--- src/mbo_pkg.sv ---
// Shared types, codes and constants for the market-by-order book core.
package mbo_pkg;

  localparam int ORDER_SLOTS_DEF = 4096;
  localparam int LEVELS_DEF      = 64;

  localparam int PRICE_W = 64;
  localparam int SUM_W   = 64;
  localparam int CNT_W   = 13;
  localparam int QTY_W   = 32;
  localparam int KEY_W   = 64;
  localparam int INST_W  = 32;

  localparam logic [2:0] CMD_ADD    = 3'd0;
  localparam logic [2:0] CMD_CANCEL = 3'd1;
  localparam logic [2:0] CMD_MODIFY = 3'd2;
  localparam logic [2:0] CMD_TRADE  = 3'd3;
  localparam logic [2:0] CMD_FILL   = 3'd4;
  localparam logic [2:0] CMD_CLEAR  = 3'd5;

  localparam logic [1:0] ST_APPLIED = 2'd0;
  localparam logic [1:0] ST_IGNORED = 2'd1;
  localparam logic [1:0] ST_FULL    = 2'd2;

  localparam logic signed [PRICE_W-1:0] UNDEF_PRICE = 64'sh7FFF_FFFF_FFFF_FFFF;
  localparam logic [SUM_W-1:0]          SUM_MAX     = '1;
  localparam logic [CNT_W-1:0]          CNT_MAX     = '1;

  typedef enum logic [1:0] {SM_FIND, SM_CLR_SIDE, SM_CLR_ALL} slot_mode_t;
  typedef enum logic [1:0] {SO_NONE, SO_FREE, SO_PUT_NEW, SO_CANCEL} slot_op_t;
  typedef enum logic {LM_FIND, LM_BEST} lv_mode_t;
  typedef enum logic [2:0] {
    LO_NONE, LO_REDUCE_ALL, LO_REDUCE_CUT, LO_GROW, LO_PLACE, LO_CLR_SIDE, LO_CLR_ALL
  } lv_op_t;

  typedef struct packed {
    logic       load_item;
    logic       load_out;
    logic       set_full;
    logic       slot_start;
    slot_mode_t slot_mode;
    slot_op_t   slot_op;
    logic       lv_start;
    lv_mode_t   lv_mode;
    logic       lv_old;
    lv_op_t     lv_op;
  } ctrl_cmd_t;

  typedef struct packed {
    logic       slot_done;
    logic       lv_done;
    logic       inst_match;
    logic [2:0] cmd;
    logic       side_ok;
    logic       tob;
    logic       qty_zero;
    logic       undef;
    logic       sfound;
    logic       sempty_ok;
    logic       lfound;
    logic       lempty_ok;
    logic       out_free;
  } ctrl_sts_t;

endpackage

--- src/mbo_ctrl.sv ---
// Controller state machine sequencing table scans and updates per message.
module mbo_ctrl import mbo_pkg::*; (
  input  logic      clk,
  input  logic      rst_n,
  input  logic      in_tvalid,
  output logic      in_tready,
  input  ctrl_sts_t sts,
  output ctrl_cmd_t cmd
);

  typedef enum logic [10:0] {
    S_RST   = 11'b000_0000_0001,
    S_INIT  = 11'b000_0000_0010,
    S_IDLE  = 11'b000_0000_0100,
    S_DISP  = 11'b000_0000_1000,
    S_SFIND = 11'b000_0001_0000,
    S_TCLR  = 11'b000_0010_0000,
    S_OSCAN = 11'b000_0100_0000,
    S_NSCAN = 11'b000_1000_0000,
    S_SCLR  = 11'b001_0000_0000,
    S_BEST  = 11'b010_0000_0000,
    S_DONE  = 11'b100_0000_0000
  } state_t;

  state_t state_r, state_nxt;

  always_ff @(posedge clk) begin
    if (!rst_n) state_r <= S_RST;
    else state_r <= state_nxt;
  end

  assign in_tready = (state_r == S_IDLE);

  always_comb begin
    logic do_add, do_full, do_best;
    do_add    = 1'b0;
    do_full   = 1'b0;
    do_best   = 1'b0;
    cmd       = '0;
    state_nxt = state_r;
    case (state_r)
      S_RST: begin
        cmd.slot_start = 1'b1;
        cmd.slot_mode  = SM_CLR_ALL;
        state_nxt      = S_INIT;
      end
      S_INIT: if (sts.slot_done) state_nxt = S_IDLE;
      S_IDLE: begin
        if (in_tvalid) begin
          cmd.load_item = 1'b1;
          state_nxt     = S_DISP;
        end
      end
      S_DISP: begin
        if (!sts.inst_match) begin
          do_best = 1'b1;
        end else begin
          case (sts.cmd)
            CMD_ADD: do_add = 1'b1;
            CMD_CANCEL, CMD_MODIFY: begin
              cmd.slot_start = 1'b1;
              cmd.slot_mode  = SM_FIND;
              state_nxt      = S_SFIND;
            end
            CMD_CLEAR: begin
              cmd.slot_start = 1'b1;
              cmd.slot_mode  = SM_CLR_ALL;
              cmd.lv_op      = LO_CLR_ALL;
              state_nxt      = S_SCLR;
            end
            default: do_best = 1'b1;
          endcase
        end
      end
      S_SFIND: begin
        if (sts.slot_done) begin
          if (sts.cmd == CMD_ADD) begin
            do_full = 1'b1;
          end else if (sts.sfound) begin
            cmd.lv_start = 1'b1;
            cmd.lv_mode  = LM_FIND;
            cmd.lv_old   = 1'b1;
            state_nxt    = S_OSCAN;
          end else if (sts.cmd == CMD_MODIFY) begin
            do_add = 1'b1;
          end else begin
            do_best = 1'b1;
          end
        end
      end
      S_TCLR: begin
        if (sts.slot_done) begin
          if (!sts.undef) cmd.lv_op = LO_PLACE;
          do_best = 1'b1;
        end
      end
      S_OSCAN: begin
        if (sts.lv_done) begin
          if (sts.cmd == CMD_CANCEL) begin
            if (sts.lfound) begin
              cmd.lv_op   = LO_REDUCE_CUT;
              cmd.slot_op = SO_CANCEL;
            end
            do_best = 1'b1;
          end else begin
            if (sts.lfound) cmd.lv_op = LO_REDUCE_ALL;
            if (sts.side_ok && !sts.qty_zero) begin
              cmd.lv_start = 1'b1;
              cmd.lv_mode  = LM_FIND;
              state_nxt    = S_NSCAN;
            end else begin
              cmd.slot_op = SO_FREE;
              do_best     = 1'b1;
            end
          end
        end
      end
      S_NSCAN: begin
        if (sts.lv_done) begin
          if (!sts.lfound && !sts.lempty_ok) begin
            cmd.set_full = 1'b1;
            if (sts.cmd == CMD_MODIFY) cmd.slot_op = SO_FREE;
          end else begin
            cmd.lv_op   = LO_GROW;
            cmd.slot_op = SO_PUT_NEW;
          end
          do_best = 1'b1;
        end
      end
      S_SCLR: if (sts.slot_done) do_best = 1'b1;
      S_BEST: if (sts.lv_done) state_nxt = S_DONE;
      S_DONE: begin
        if (sts.out_free) begin
          cmd.load_out = 1'b1;
          state_nxt    = S_IDLE;
        end
      end
      default: state_nxt = S_RST;
    endcase

    if (do_add) begin
      if (!sts.side_ok) begin
        do_best = 1'b1;
      end else if (sts.tob) begin
        cmd.lv_op      = LO_CLR_SIDE;
        cmd.slot_start = 1'b1;
        cmd.slot_mode  = SM_CLR_SIDE;
        state_nxt      = S_TCLR;
      end else if (sts.qty_zero) begin
        do_best = 1'b1;
      end else if (sts.cmd == CMD_ADD) begin
        cmd.slot_start = 1'b1;
        cmd.slot_mode  = SM_FIND;
        state_nxt      = S_SFIND;
      end else begin
        do_full = 1'b1;
      end
    end
    if (do_full) begin
      if (!sts.sfound && !sts.sempty_ok) begin
        cmd.set_full = 1'b1;
        do_best      = 1'b1;
      end else begin
        cmd.lv_start = 1'b1;
        cmd.lv_mode  = LM_FIND;
        state_nxt    = S_NSCAN;
      end
    end
    if (do_best) begin
      cmd.lv_start = 1'b1;
      cmd.lv_mode  = LM_BEST;
      state_nxt    = S_BEST;
    end
  end

endmodule

--- config.mk ---
export PLATFORM = sky130hd
export DESIGN_NAME = mbo_ctrl
export DESIGN_NICKNAME = d
export VERILOG_FILES = /design/src/mbo_pkg.sv /design/src/mbo_ctrl.sv
export SDC_FILE = /design/constraint.sdc
export NUM_CORES = 1
export LEC_CHECK = 0
export BUFFER_PORTS_ARGS = -buffer_cell sky130_fd_sc_hd__buf_2
export CAP_MARGIN = 20
export CORE_ASPECT_RATIO = 1.1
export CORE_UTILIZATION = 48
export CTS_CLUSTER_SIZE = 40
export DETAILED_ROUTE_END_ITERATION = 16
export GPL_TIMING_DRIVEN = 1
export HOLD_SLACK_MARGIN = 0.02
export PLACE_DENSITY = 0.83
export SETUP_SLACK_MARGIN = 0.15
export SLEW_MARGIN = 10
export SYNTH_ARGS = -nofsm -noshare
export SYNTH_HDL_FRONTEND = slang
export SYNTH_SLANG_ARGS = --single-unit
--- constraint.sdc ---
create_clock -name clk -period 2 [get_ports clk]
set_input_delay 0.4 -clock clk [delete_from_list [all_inputs] [get_ports clk]]
set_output_delay 0.4 -clock clk [all_outputs]
set_load 0.05 [all_outputs]
==> results of run 1 <==
[stage by stage]
| stage | utilization, % | setup slack, ns | cell area [µm²] | std cells |
|---|---|---|---|---|
| 2_1_floorplan | - | -0.489 | 1480 | 190 |
| 3_3_place_gp | 85.6 | -0.263 | 2220 | 324 |
| 3_5_place_dp | 85.6 | -0.386 | 2220 | 324 |
[logic make-up after synthesis]
group                  after synthesis
flip-flops                          11
XOR/XNOR                             4
AND/OR/NAND/NOR                    106
AO/OA/AOI/OAI                       52
buffers and inverters               17
[Yosys cell counts, drive strengths merged]
library cell and count:
nor2 20, nand2 12, nor3 12, dfxtp 11, o21ai 11, nand3 10, nor2b 9, a21oi 8
inv 8, nand2b 8, nor4 8, nand4 6, buf 5, clkbuf 4, nor3b 4, o31ai 4
a31oi 3, o211ai 3, o22ai 3, xor2 3, a2111oi 2, a21boi 2, a41o 2, and2 2
and3 2, and4 2, nand3b 2, nor4b 2, o2111ai 2, o21a 2, o41ai 2, or3 2
or3b 2, a211oi 1, a221oi 1, nand4b 1, o2111a 1, o21bai 1, o2bb2ai 1, o311a 1
o311ai 1, o32a 1, or2 1, or2b 1, xnor2 1
==> metrics.yaml, run 1 <==
cts_hold_buf: 0
synth.area.mux_share_pct: 0
yosys.area.top_type: "dfxtp_1"
syn_inst: 190
syn_nets: 208
fp.dieW_um: 52.6
h-tree-depth: 1
io_pins: 33
clock-root-buffer: "clkbuf_4"
syn_area_um2: 1350
yosysWarningCount: 0
outcome: "stopped before the end"
cts-buffers-inserted: 3
synth_cell_type_count: 54
die_y_um: 57.7
gp_congestion: 0.977
cts_setup_buffers: 8
yosys_register_bits: 11
rows: 19
cts_resized: 71
dpl.hpwl_um: 4770
synthAdderAreaFrac_pct: 0
cts_buffer_depth: 2
synth_top_cell_area_share_pct: 16.3
synth.avg_cell_area_um2: 7.12
cts_sinks: 11
ys_seq_area_share_pct: 16.3
synth_compound_area_share_pct: 27.9
synth_top_family_by_area: "simple AND/OR/NAND/NOR gates"
synthSimpleGateAreaFrac_pct: 46.6
port_buffers: 32
initial_core_util_pct: 52.2
synth_area_leaders: "dfxtp_1 (16%), nor2_1 (5.6%), nor2b_1 (4.2%), o21ai_0 (4.1%), nand2b_1 (3.7%)"
haltStage: "clock tree synthesis"
stop_error: "[ERROR DPL-0033] detailed placement checks failed during check placement."
synth_xor_xnor_area_share_pct: 2.59
==> run 2, diff against run 1 <==
Settings changed: CORE_ASPECT_RATIO 1.1 to default, CORE_UTILIZATION 48 to 35, CTS_CLUSTER_SIZE 40 to default, HOLD_SLACK_MARGIN 0.02 to default, PLACE_DENSITY 0.83 to default, PLACE_DENSITY_LB_ADDON from default to 0.15, SETUP_SLACK_MARGIN 0.15 to default.
Clock period 2 ns to 2.6 ns, I/O delays scaled along.
==> run 2 against run 1 <==
Area after synthesis did not move. Synthesized cell count did not move. The run now ends clean.
==> metrics.yaml, run 2 <==
gp_congestion: 0.960  # was 0.977
dp_cells: 284  # was 324
leakage_uw: 0.000758
clock-root-buffer: "clkbuf_8"  # was clkbuf_4
synth-async-reset-ratio_pct: 0  # unchanged
synth_edf_count: 0  # unchanged
worst_slew_pin_slew_ns: 0.681
multi_input_area_um2: 1120
n_antenna_cell: 0
met1_usage_pct: 33.0
worstSkewPairLatency_ns: 0.25
rsz0062_at_grt: "yes"
syn_area_um2: 1350  # unchanged
path_cells: "buf_2 > nand2b_1 > o31ai_1 > o32a_1 > o211ai_2 > or3_4 > buf_8"
cts-buffers-inserted: 3  # unchanged
die_y_um: 64.2  # was 57.7 µm
nFillCells: 392
synth_common_cells: "nor2_1 (20), nand2_1 (12), dfxtp_1 (11), o21ai_0 (11)"  # unchanged
initial_core_util_pct: 36.7  # was 52.2%
grt.overflow.total: 0
dpl.hpwl_um: 3650  # was 4770 µm
synth_top_cell_area_share_pct: 16.3  # unchanged
vias_per_cell: 5.86
required_ns: 2.08
synth_cell_type_count: 54  # unchanged
largest-register: "state_r"
crit_path_end_kind: "output pin"
clock_power_share_pct: 32.3
firstDrtPassIters: 5
maxSlewHeadroom_pct: 53.4
p_int_uw: 357
fp.dieW_um: 64.2  # was 52.6 µm
ff2ff_setup_slack_ns: 0.51
outcome: "finished clean"  # was stopped before the end
crit_slowest_cell: "or3_4"
cts_buffer_depth: 2  # unchanged
antenna_found_initial: 0
fp.coreArea_um2: 3690
finClkSkew_ns: 0.00337
grt_pass1_wl_um: 7380
pwr-share-comb_pct: 35.4
setup.worst_path.start_class: "input port"
clkSlewWorstSetupHoldPaths_ns: 0.05
worstHoldPathType: "input port to flip-flop"
largest_reg_flops: 11
grt_use_met3_pct: 6.07
wirelength_um: 4700
crit_arrival_ns: 2.06
period_needed_ns: 2.58
io_pins: 33  # unchanged
synth.avg_cell_area_um2: 7.12  # unchanged
drt-wirelength-per-cell_um: 16.3
num-nets-final: 260
p_seq_share_pct: 32.3
drc: 0
grt_pass1_vias: 1514
layout-drive-gt1-share_pct: 34.4
yosysMostFrequentCell: "nor2_1"  # unchanged
ir_drop_mv: 0.298
p_sw_share_pct: 37.4
die_area_um2: 4120
cts_hold_buf: 0  # unchanged
fin_tns_setup_ns: 0
total_power_uw: 570
synth-main-ff-cell: "dfxtp_1"  # unchanged
first_iter_violations: 115
cts_tree: "yes"
port_buffers: 32  # unchanged
yosys_register_bits: 11  # unchanged
yosys.area.top_type: "dfxtp_1"  # unchanged
p_per_area_nw_per_um2: 309
max_stage_delay_ns: 0.41
grt_max_degree: 11
met2_usage_pct: 34.3
syn_nets: 208  # unchanged
num_vias: 1693
final_common_cell: "buf_2"
hold_violations: 0
p_sw_uw: 213
slew_violations: 0
final-instance-count-excl-fill: 289
h-tree-depth: 1  # unchanged
setup_viol_count_final: 0
ys_seq_area_share_pct: 16.3  # unchanged
yosysWarningCount: 0  # unchanged
grt.total_usage_pct: 23.4
finalCritPeriodShare_pct: 99.2
critPathKind: "input port to output pin"
seq_area_um2: 223
crit_fanout: 5
rows: 22  # was 19
layout_common_cells: "buf_2 (25), buf_4 (23), nor2_1 (19)"
top_usage_layer: "met2"
area_growth_pct: 36.5
antenna_left: 0
cts_sinks: 11  # unchanged
syn_inst: 190  # unchanged
max_freq_mhz: 388
synth_area_leaders: "dfxtp_1 (16%), nor2_1 (5.6%), nor2b_1 (4.2%), o21ai_0 (4.1%), nand2b_1 (3.7%)"  # unchanged
reg_top3: "state_r x11"
drv_cap: 0
[run 2: worst paths after layout]
path	start	endpoint	cells after the start
worst max-delay path	sts[6]	cmd[5]	7
worst min-delay path	rst_n	state_r[0]$_SDFF_PN1_	2
worst max register to register	state_r[3]$_SDFF_PP0_	state_r[8]$_SDFF_PP0_	5
worst min register to register	state_r[10]$_SDFF_PP0_	state_r[1]$_SDFF_PP0_	4
[run 2: power groups by stage]
stage / logic [µW] / registers [µW] / clock network (µW)
floorplan: 126 / 183 / 0
global placement: 191 / 186 / 0
detailed placement: 188 / 186 / 0
CTS: 192 / 183 / 182
global route: 217 / 184 / 193
finish: 202 / 184 / 184
[run 2: layout make-up]
type                            instances  area share, %
Clock buffer                            4           2.44
Inverter                                8           1.63
Multi-Input combinational cell        162           60.4
Sequential cell                        11           12.1
Tap cell                               48           3.25
Timing Repair Buffer                   56           20.2
[run 2: per-stage QoR]
step / hold WS [ns] / setup WS (ns) / area, µm² / utilization [%]
after floorplan: 0.596 / -0.225 / 1400 / -
after global placement: 0.739 / 0.0360 / 1730 / 46.9
after detailed placement: 0.725 / 0.0686 / 1730 / 46.9
after CTS: 0.501 / -0.00122 / 1790 / 48.6
after global routing: 0.538 / -0.0144 / 1850 / 50.1
final: 0.503 / 0.0200 / 1850 / 50.1
[run 2: critical path: cells and delay by family]
| family | cells | cell delay [ns] |
|---|---|---|
| buf+inv | 2 | 0.27 |
| simple gates | 2 | 0.64 |
| compound gates | 3 | 0.63 |
[run 2: cell families after synthesis]
family | share of synthesized area (%)
and+or+nand+nor | 46.6
buffers and inverters | 6.57
DFF | 16.3
xor gates and xnor gates | 2.59
AOI/OAI and AO/OA | 27.9
[run 2: what timing repair did]
item                       in CTS  in global routing
setup endpoints to repair       4                  9
pin swaps                       0                  4
resized for setup               4                 17
cloned                          0                  1
buffers inserted                0                  0
[run 2: per-layer routing]
layer | vias up | routed length, µm | share of wire, %
li1 | 833 | - | -
met1 | 777 | 2180 | 46
met2 | 75 | 2060 | 44
met3 | 8 | 399 | 8.5
met4 | 0 | 54 | 1.1
met5 | - | 0 | 0
No activity file was read; power rests on OpenSTA's default activity.
